$ cat src/hw/rtl/rgb_deinterleave_normalize_macros.svh
// Assertion macros shared by the RGB deinterleave/normalize RTL.
// No dependencies; included by the modules that carry assertions.
`ifndef RGB_DEINTERLEAVE_NORMALIZE_MACROS_SVH
`define RGB_DEINTERLEAVE_NORMALIZE_MACROS_SVH

// Same-cycle implication, disabled while in reset.
`define RDN_ASSERT_IMPLY(label, clk, rst_n, ante, cons, msg) \
    label: assert property (@(posedge clk) disable iff (!(rst_n)) (ante) |-> (cons)) \
        else $error(msg);

// Next-cycle implication, disabled while in reset.
`define RDN_ASSERT_NEXT(label, clk, rst_n, ante, cons, msg) \
    label: assert property (@(posedge clk) disable iff (!(rst_n)) (ante) |=> (cons)) \
        else $error(msg);

`endif

$ cat src/hw/rtl/rdn_pkg.sv
// Types and constants for the RGB deinterleave/normalize block.
// No dependencies; imported by every RTL module of the block.
package rdn_pkg;

    localparam int DIM_BITS  = 16;
    localparam int ADDR_BITS = 6;
    localparam int DATA_BITS = 64;

    typedef enum logic [2:0] {
        REG_RED_COEF     = 3'd0,
        REG_GREEN_COEF   = 3'd1,
        REG_BLUE_COEF    = 3'd2,
        REG_CHANNEL_MAP  = 3'd3,
        REG_IMAGE_SIZE   = 3'd4,
        REG_OUTPUT_WIDTH = 3'd5,
        REG_PAD_OFFSET   = 3'd6
    } reg_idx_t;

    localparam logic [63:0] COEF_RESET        = 64'h0000_0000_0100_0000;
    localparam logic [5:0]  CHANNEL_MAP_RESET = 6'd36;
    localparam logic [15:0] OUT_WIDTH_RESET   = 16'd1;

    typedef struct packed {
        logic [63:0] red_coef;
        logic [63:0] green_coef;
        logic [63:0] blue_coef;
        logic [5:0]  channel_map;
        logic [31:0] image_size;
        logic [15:0] output_width;
        logic [31:0] pad_offset;
    } cfg_t;

    typedef struct packed {
        logic [7:0] pixel_byte_0;
        logic [7:0] pixel_byte_1;
        logic [7:0] pixel_byte_2;
        logic [7:0] pixel_byte_3;
    } in_beat_t;

    typedef struct packed {
        logic [31:0]        plane_index;
        logic signed [31:0] red_value;
        logic signed [31:0] green_value;
        logic signed [31:0] blue_value;
        logic               frame_end;
    } out_beat_t;

endpackage

$ cat src/hw/rtl/rgb_deinterleave_normalize.sv
// Top level of the RGB deinterleave/normalize block. Pixels stream in one
// beat per clock; each beat is registered, then the channel pick, the three
// affine normalizers (one 9x32 multiply each) and the plane-index multiply
// run combinationally into the result register. Throughput is one pixel per
// clock whenever the sink takes results; a beat can wait in the input
// register while the result register is full and not drained. Only the
// column/row counters carry across pixels, and they advance as each pixel
// moves into the result register.
// Depends on rdn_pkg, rdn_apb_regs, rdn_normalize, rdn_raster and the macros.
`include "rgb_deinterleave_normalize_macros.svh"
module rgb_deinterleave_normalize
    import rdn_pkg::*;
(
    input  logic                 aclk,
    input  logic                 aresetn,
    input  logic                 s_valid,
    output logic                 s_ready,
    input  in_beat_t             s_data,
    output logic                 m_valid,
    input  logic                 m_ready,
    output out_beat_t            m_data,
    input  logic                 psel,
    input  logic                 penable,
    input  logic                 pwrite,
    input  logic [ADDR_BITS-1:0] paddr,
    input  logic [DATA_BITS-1:0] pwdata,
    output logic [DATA_BITS-1:0] prdata,
    output logic                 pready
);

    cfg_t      cfg;
    logic      in_vld_reg, in_vld_next;
    in_beat_t  in_reg;
    logic      out_vld_reg, out_vld_next;
    out_beat_t out_reg;
    out_beat_t result;
    logic      advance;
    logic [7:0] px [4];

    rdn_apb_regs u_regs (
        .aclk    (aclk),
        .aresetn (aresetn),
        .psel    (psel),
        .penable (penable),
        .pwrite  (pwrite),
        .paddr   (paddr),
        .pwdata  (pwdata),
        .prdata  (prdata),
        .pready  (pready),
        .cfg     (cfg)
    );

    // stage 1 moves on when the result register is empty or being drained
    assign advance      = in_vld_reg && (!out_vld_reg || m_ready);
    assign s_ready      = !in_vld_reg || advance;
    assign in_vld_next  = (s_valid && s_ready) ? 1'b1 : (advance ? 1'b0 : in_vld_reg);
    assign out_vld_next = advance ? 1'b1 : (m_ready ? 1'b0 : out_vld_reg);

    assign px[0] = in_reg.pixel_byte_0;
    assign px[1] = in_reg.pixel_byte_1;
    assign px[2] = in_reg.pixel_byte_2;
    assign px[3] = in_reg.pixel_byte_3;

    rdn_normalize u_norm_red (
        .sample (px[cfg.channel_map[1:0]]),
        .coef   (cfg.red_coef),
        .value  (result.red_value)
    );

    rdn_normalize u_norm_green (
        .sample (px[cfg.channel_map[3:2]]),
        .coef   (cfg.green_coef),
        .value  (result.green_value)
    );

    rdn_normalize u_norm_blue (
        .sample (px[cfg.channel_map[5:4]]),
        .coef   (cfg.blue_coef),
        .value  (result.blue_value)
    );

    rdn_raster u_raster (
        .aclk        (aclk),
        .aresetn     (aresetn),
        .cfg         (cfg),
        .advance     (advance),
        .plane_index (result.plane_index),
        .frame_end   (result.frame_end)
    );

    always_ff @(posedge aclk) begin
        if (!aresetn) begin
            in_vld_reg  <= 1'b0;
            out_vld_reg <= 1'b0;
        end else begin
            in_vld_reg  <= in_vld_next;
            out_vld_reg <= out_vld_next;
        end
    end

    always_ff @(posedge aclk) begin
        if (s_valid && s_ready) begin
            in_reg <= s_data;
        end
        if (advance) begin
            out_reg <= result;
        end
    end

    assign m_valid = out_vld_reg;
    assign m_data  = out_reg;

    `RDN_ASSERT_NEXT(a_result_loads, aclk, aresetn, advance, m_valid,
        "advanced beat not presented")
    `RDN_ASSERT_IMPLY(a_full_stall, aclk, aresetn, in_vld_reg && m_valid && !m_ready,
        !s_ready, "accepting while both stages are stalled")
    `RDN_ASSERT_NEXT(a_accept_fills, aclk, aresetn, s_valid && s_ready, in_vld_reg,
        "accepted beat lost in input stage")

endmodule

$ cat src/hw/rtl/rdn_apb_regs.sv
// APB configuration register file: coefficients, channel map, frame geometry.
// Depends on rdn_pkg.
module rdn_apb_regs
    import rdn_pkg::*;
(
    input  logic                 aclk,
    input  logic                 aresetn,
    input  logic                 psel,
    input  logic                 penable,
    input  logic                 pwrite,
    input  logic [ADDR_BITS-1:0] paddr,
    input  logic [DATA_BITS-1:0] pwdata,
    output logic [DATA_BITS-1:0] prdata,
    output logic                 pready,
    output cfg_t                 cfg
);

    cfg_t     cfg_reg;
    cfg_t     cfg_next;
    reg_idx_t addr_idx;
    logic     wr_en;

    assign pready   = 1'b1;
    assign addr_idx = reg_idx_t'(paddr[ADDR_BITS-1:3]);
    assign wr_en    = psel && penable && pwrite;

    always_comb begin
        cfg_next = cfg_reg;
        if (wr_en) begin
            case (addr_idx)
                REG_RED_COEF:     cfg_next.red_coef     = pwdata;
                REG_GREEN_COEF:   cfg_next.green_coef   = pwdata;
                REG_BLUE_COEF:    cfg_next.blue_coef    = pwdata;
                REG_CHANNEL_MAP:  cfg_next.channel_map  = pwdata[5:0];
                REG_IMAGE_SIZE:   cfg_next.image_size   = pwdata[31:0];
                REG_OUTPUT_WIDTH: cfg_next.output_width = pwdata[15:0];
                REG_PAD_OFFSET:   cfg_next.pad_offset   = pwdata[31:0];
                default:          cfg_next = cfg_reg;
            endcase
        end
    end

    always_ff @(posedge aclk) begin
        if (!aresetn) begin
            cfg_reg.red_coef     <= COEF_RESET;
            cfg_reg.green_coef   <= COEF_RESET;
            cfg_reg.blue_coef    <= COEF_RESET;
            cfg_reg.channel_map  <= CHANNEL_MAP_RESET;
            cfg_reg.image_size   <= '0;
            cfg_reg.output_width <= OUT_WIDTH_RESET;
            cfg_reg.pad_offset   <= '0;
        end else begin
            cfg_reg <= cfg_next;
        end
    end

    always_comb begin
        case (addr_idx)
            REG_RED_COEF:     prdata = cfg_reg.red_coef;
            REG_GREEN_COEF:   prdata = cfg_reg.green_coef;
            REG_BLUE_COEF:    prdata = cfg_reg.blue_coef;
            REG_CHANNEL_MAP:  prdata = 64'(cfg_reg.channel_map);
            REG_IMAGE_SIZE:   prdata = 64'(cfg_reg.image_size);
            REG_OUTPUT_WIDTH: prdata = 64'(cfg_reg.output_width);
            REG_PAD_OFFSET:   prdata = 64'(cfg_reg.pad_offset);
            default:          prdata = '0;
        endcase
    end

    assign cfg = cfg_reg;

endmodule

$ cat src/hw/rtl/rdn_normalize.sv
// One channel of the affine normalizer: byte * Q8.24 gain + Q16.16 offset,
// rounded to Q16.16 and saturated. Depends on rdn_pkg (style only).
module rdn_normalize
    import rdn_pkg::*;
(
    input  logic [7:0]         sample,
    input  logic [63:0]        coef,
    output logic signed [31:0] value
);

    logic signed [31:0] gain;
    logic signed [31:0] offs;
    logic signed [40:0] prod;
    logic signed [41:0] sum;
    logic signed [33:0] quot;

    assign gain = $signed(coef[31:0]);
    assign offs = $signed(coef[63:32]);

    // Q.24 sum plus half an LSB of Q16.16; arithmetic shift rounds half up
    assign prod = 41'($signed({1'b0, sample})) * 41'(gain);
    assign sum  = 42'(prod) + (42'(offs) <<< 8) + 42'sd128;
    assign quot = sum[41:8];

    always_comb begin
        if (quot[33:31] == 3'b000 || quot[33:31] == 3'b111) begin
            value = quot[31:0];
        end else if (quot[33]) begin
            value = 32'sh8000_0000;
        end else begin
            value = 32'sh7FFF_FFFF;
        end
    end

endmodule

$ cat src/hw/rtl/rdn_raster.sv
// Raster column/row counters, letterboxed plane index and frame-end flag.
// Depends on rdn_pkg and the assertion macro header.
`include "rgb_deinterleave_normalize_macros.svh"
module rdn_raster
    import rdn_pkg::*;
(
    input  logic        aclk,
    input  logic        aresetn,
    input  cfg_t        cfg,
    input  logic        advance,
    output logic [31:0] plane_index,
    output logic        frame_end
);

    logic [DIM_BITS-1:0] col_reg, col_next;
    logic [DIM_BITS-1:0] row_reg, row_next;
    logic [DIM_BITS-1:0] src_w, src_h;
    logic [DIM_BITS:0]   col_inc, row_inc;
    logic                last_col, last_row;
    logic [16:0]         row_term;
    logic [32:0]         row_prod;
    logic [33:0]         idx_sum;

    assign src_w   = cfg.image_size[DIM_BITS-1:0];
    assign src_h   = cfg.image_size[16+DIM_BITS-1:16];
    assign col_inc = {1'b0, col_reg} + 1'b1;
    assign row_inc = {1'b0, row_reg} + 1'b1;

    // width or height of zero behaves as one
    assign last_col = col_inc >= {1'b0, src_w};
    assign last_row = row_inc >= {1'b0, src_h};

    assign row_term    = 17'(row_reg) + 17'(cfg.pad_offset[31:16]);
    assign row_prod    = 33'(row_term) * 33'(cfg.output_width);
    assign idx_sum     = 34'(row_prod) + 34'(cfg.pad_offset[15:0]) + 34'(col_reg);
    assign plane_index = idx_sum[31:0];
    assign frame_end   = last_col && last_row;

    always_comb begin
        col_next = col_reg;
        row_next = row_reg;
        if (advance) begin
            if (last_col) begin
                col_next = '0;
                row_next = last_row ? '0 : row_inc[DIM_BITS-1:0];
            end else begin
                col_next = col_inc[DIM_BITS-1:0];
            end
        end
    end

    always_ff @(posedge aclk) begin
        if (!aresetn) begin
            col_reg <= '0;
            row_reg <= '0;
        end else begin
            col_reg <= col_next;
            row_reg <= row_next;
        end
    end

    `RDN_ASSERT_NEXT(a_frame_wrap, aclk, aresetn, advance && frame_end, col_reg == '0 && row_reg == '0, "counters did not wrap at frame end")
    `RDN_ASSERT_NEXT(a_count_hold, aclk, aresetn, !advance, $stable(col_reg) && $stable(row_reg), "counters moved without a pixel")

endmodule

$ cat config.mk
export PLATFORM = sky130hd
export DESIGN_NAME = rgb_deinterleave_normalize
export DESIGN_NICKNAME = d
export VERILOG_FILES = /design/src/hw/rtl/rdn_pkg.sv /design/src/hw/rtl/rgb_deinterleave_normalize.sv /design/src/hw/rtl/rdn_apb_regs.sv /design/src/hw/rtl/rdn_normalize.sv /design/src/hw/rtl/rdn_raster.sv
export VERILOG_INCLUDE_DIRS = /design/src /design/src/hw/rtl
export SDC_FILE = /design/constraint.sdc
export NUM_CORES = 2
export LEC_CHECK = 0
export BUFFER_PORTS_ARGS = -buffer_cell sky130_fd_sc_hd__buf_2
export CAP_MARGIN = 20
export CORE_MARGIN = 2
export CORE_UTILIZATION = 32
export CTS_CLUSTER_DIAMETER = 60
export DETAILED_ROUTE_END_ITERATION = 7
export HOLD_SLACK_MARGIN = 0.15
export MAX_ROUTING_LAYER = met4
export PLACE_DENSITY = 0.55
export SLEW_MARGIN = 20
export SYNTH_ARGS = -nofsm -noshare
export SYNTH_HDL_FRONTEND = slang
export SYNTH_SLANG_ARGS = --single-unit
$ cat constraint.sdc
create_clock -name aclk -period 10.2 [get_ports aclk]
set_input_delay 1.53 -clock aclk [delete_from_list [all_inputs] [get_ports aclk]]
set_output_delay 1.53 -clock aclk [all_outputs]
set_load 0.05 [all_outputs]
==> summary.md <==
| Metric | Value |
|---|---|
| Sum of negative setup slack | 0 ps |
| Final Hold Slack | 466 ps |
| Number of buffers inserted during clock tree synthesis | 68 |
| IO buf count | 300 |
| Synth Instances | 6689 |
| Leading post-synthesis cells by cell area | sky130_fd_sc_hd__fa_1, sky130_fd_sc_hd__dfxtp_1, sky130_fd_sc_hd__ha_1, sky130_fd_sc_hd__edfxtp_1, sky130_fd_sc_hd__inv_1 |
| Vias post-DR | 45000 |
| Outcome | finished clean |
| TritonCTS sink count | 473 |
| Cell Int Power | 3.59 mW |
| Pin count of the biggest net entering global routing | 100 |
| Worst skew pair latency | 700 ps |
| Part of the power in combinational logic | 14.3% |
| Minimum setup slack among reg-to-reg paths | 950 ps |
| Arrival time at the worst endpoint | 9690 ps |
| Final Hold Fails | 0 |
| DPL Wire Length | 154000 µm |
| Fraction of synthesized cell area taken by the top area cell type | 31.6% |
| Post-synthesis register bit count | 473 |
| Share of layout cells above drive strength 1 | 8.55% |
| Switching fraction of total power | 30.3% |
| Slew @ Worst Pin | 1210 ps |
| Number of flip-flops under the largest register name | 278 |
| Cell with the largest stage delay on the worst path | sky130_fd_sc_hd__fa_1 |
| DRT antenna net count | 0 |
| Site Rows | 158 |
| Peak supply drop | 0.000116 V |
| Part of the power in the clock network | 46.0% |
| Launch point of the worst path | u_raster.row_reg[1]$_SDFFE_PN0P_ |
| Detailed Routing Iterations Pass 1 | 5 |
| # setup viols final | 0 |
| Avg Vias per Cell | 4.82 |
| Startpoint class of the critical path | register |
| Number of post-CTS setup repair buffers | 0 |
| Leakage power of the design | 31.9 nW |
| Antenna violations before repair | 33 |
| Clock tree from TritonCTS | built |
| Wire length of the first global-routing pass | 293000 µm |
| All-Layer GR Usage | 20.8% |
| CTS Buffer Depth | 3 |
| Root Buffer | sky130_fd_sc_hd__clkbuf_16 |
| Worst stage delay on the critical path | 550 ps |
| Most numerous cell types in the synthesized netlist | sky130_fd_sc_hd__inv_1, sky130_fd_sc_hd__nand2_1, sky130_fd_sc_hd__fa_1 |
| Std-Cell Core Area | 185000 µm² |
| Post-synth ARST share | 0% |
| Post-synth top area cell | sky130_fd_sc_hd__fa_1 |
| DRC violation count after routing | 0 |
| Reg2reg start | u_raster.row_reg[1]$_SDFFE_PN0P_ |
| Total Wirelength | 190000 µm |
| Required time at the endpoint of the critical path | 10640 ps |
| Final net count | 8189 |
| Hold-fix buffer count after cts | 0 |
| Count of different cell masters after synthesis | 96 |
| Wire per inst | 20.4 µm |
| Clock-pin slew of the registers on the worst-case setup and hold paths | 60 ps |
| Final critical path time including I/O delays and setup | 9250 ps |
| Termination of the worst setup path | m_data[128]$_DFFE_PP_ |
| Syn Std Cell Area | 59500 µm² |
| Final period util | 90.7% |
| Mean Syn Cell Area | 8.90 µm² |
| Class of the tightest hold or removal check | register to register |
| Max H-tree Level | 3 |
| 1st-iter DRT viols | 2623 |
| Overflow left after global routing | 0 |
| Crit path capture type | register |
| Cell repeated most along the worst path | sky130_fd_sc_hd__fa_1 |
| Number of global-route vias before repair | 47500 |
| Worst setup skew after layout | 45.1 ps |
| RSZ-0062 raised after global routing | false |
| Portion of the post-synthesis area used by sequential elements | 18.6% |
| EDFF count, synth | 161 |
| Synth warn | 0 |
| Highest clock rate | 0.108 GHz |
| Count of pins over their slew limit | 0 |
| IO Pins | 305 |
| Total net switching power | 1.56 mW |
| Critical path peak fanout | 8 |
| Overall die height | 435 µm |
| Gates resized, CTS repair | 0 |
| Class of the most critical setup path | register to register |
| Main synth FF type | sky130_fd_sc_hd__dfxtp_1 |
| Capture instance of the worst register-to-register path | m_data[128]$_DFFE_PP_ |
| Die Span X | 435 µm |
| Gp weighted congestion | 0.929 |
| Effective utilization at floorplan | 32.2% |
| FILL cells | 19100 |
| Areal power density over the cells | 78.7 nW/µm² |
| Normalized max-slew margin | 18.7% |
| Sequential share of power | 39.7% |
| Area growth syn-to-layout | 10.1% |
| Floorplan die area | 189000 µm² |
| Syn nets | 8126 |
| Count leader, synth | sky130_fd_sc_hd__inv_1 |
| Max Cap Viol | 0 |
| Worst Reg-to-Reg Cells | 33 |
==> how the worst min path moves through the flow <==
stage	startpoint	to	slack, ps	cells after the start
CTS	u_regs.cfg[54]$_SDFFE_PN0P_	u_regs.cfg[54]$_SDFFE_PN0P_	470	2
floorplan	u_regs.cfg[54]$_SDFFE_PN0P_	u_regs.cfg[54]$_SDFFE_PN0P_	440	2
global route	u_regs.cfg[60]$_SDFFE_PN0P_	u_regs.cfg[60]$_SDFFE_PN0P_	480	2
global placement	u_regs.cfg[54]$_SDFFE_PN0P_	u_regs.cfg[54]$_SDFFE_PN0P_	440	2
finish	u_regs.cfg[60]$_SDFFE_PN0P_	u_regs.cfg[60]$_SDFFE_PN0P_	470	2
detailed placement	u_regs.cfg[60]$_SDFFE_PN0P_	u_regs.cfg[60]$_SDFFE_PN0P_	460	2
==> area by class of cell <==
type | count | area, µm² | area share, %
well taps | 2480 | 3100 | 4.74
inverters | 1265 | 4760 | 7.27
repair buffers | 364 | 1990 | 3.04
multi-input cells | 4580 | 42300 | 64.5
diodes | 48 | 120 | 0.183
clock buffers | 90 | 1890 | 2.88
flip-flops and latches | 473 | 11100 | 16.9
clock inverters | 32 | 308 | 0.470
==> layer usage <==
| metal | GRT usage, % | part of all wire (%) | vias to the layer above |
|---|---|---|---|
| met2 | 35.4 | 50 | 1090 |
| met5 | - | 0 | - |
| li1 | - | - | 20800 |
| met3 | 2.33 | 4.2 | 339 |
| met1 | 24.0 | 40 | 22800 |
| met4 | 11.4 | 6.2 | 0 |
==> stage by stage <==
stage,instances,instance area [µm²],utilization [%],total power [mW],setup WS (ps)
floorplan,6689,59500,-,2.57,1830
global placement,9161,63200,34.2,2.82,997
detailed placement,9161,63200,34.2,2.83,956
CTS,9283,65400,35.3,5.22,883
global route,9331,65500,35.4,5.36,411
finish,9332,65500,35.4,5.15,953
==> layout by cell type (no fill, tap or decap), drive strengths merged, types with 28 or more instances in the layout <==
cell       n
dfxtp    312
and2     574
xor2      50
nor2     182
a21o     167
fa       939
a21oi    444
edfxtp   161
diode     48
clkbuf    90
nand2   1082
nand3     70
ha       389
and3      28
buf      364
xnor2    123
nor2b     44
o21ai     96
inv     1279
mux4      46
nand2b    29
mux2i     56
==> power by group through the flow <==
stage	Combinational (mW)	Clock (mW)	Sequential [mW]
5_1_grt	0.796	2.51	2.05
6_report	0.735	2.37	2.05
2_1_floorplan	0.390	0	2.18
3_5_place_dp	0.737	0	2.09
3_3_place_gp	0.730	0	2.09
4_1_cts	0.740	2.43	2.05
==> worst max-delay path, delay by kind of cell (launching register included) <==
kind            cells  cell delay, ps
compound gates     16            4010
fa+ha+maj           8            3680
flops               1             410
buf+inv             4             410
simple gates        4             380
xor+xnor            1             110
==> cells by family (layout without fill, tap and decap cells) <==
family | count (synthesis) | in the layout | share of synthesized area [%]
AO/OA/AOI/OAI | 877 | 877 | 9.14
XOR/XNOR | 173 | 173 | 2.57
adder cells (fa/ha/maj) | 1328 | 1328 | 39.8
buffers and inverters | 1636 | 1751 | 10.5
flip-flops | 473 | 473 | 18.6
multiplexers | 111 | 111 | 2.85
other | 1 | 49 | 0.00630
AND/OR/NAND/NOR | 2090 | 2090 | 16.6
No activity file was read; power rests on OpenSTA's default activity.
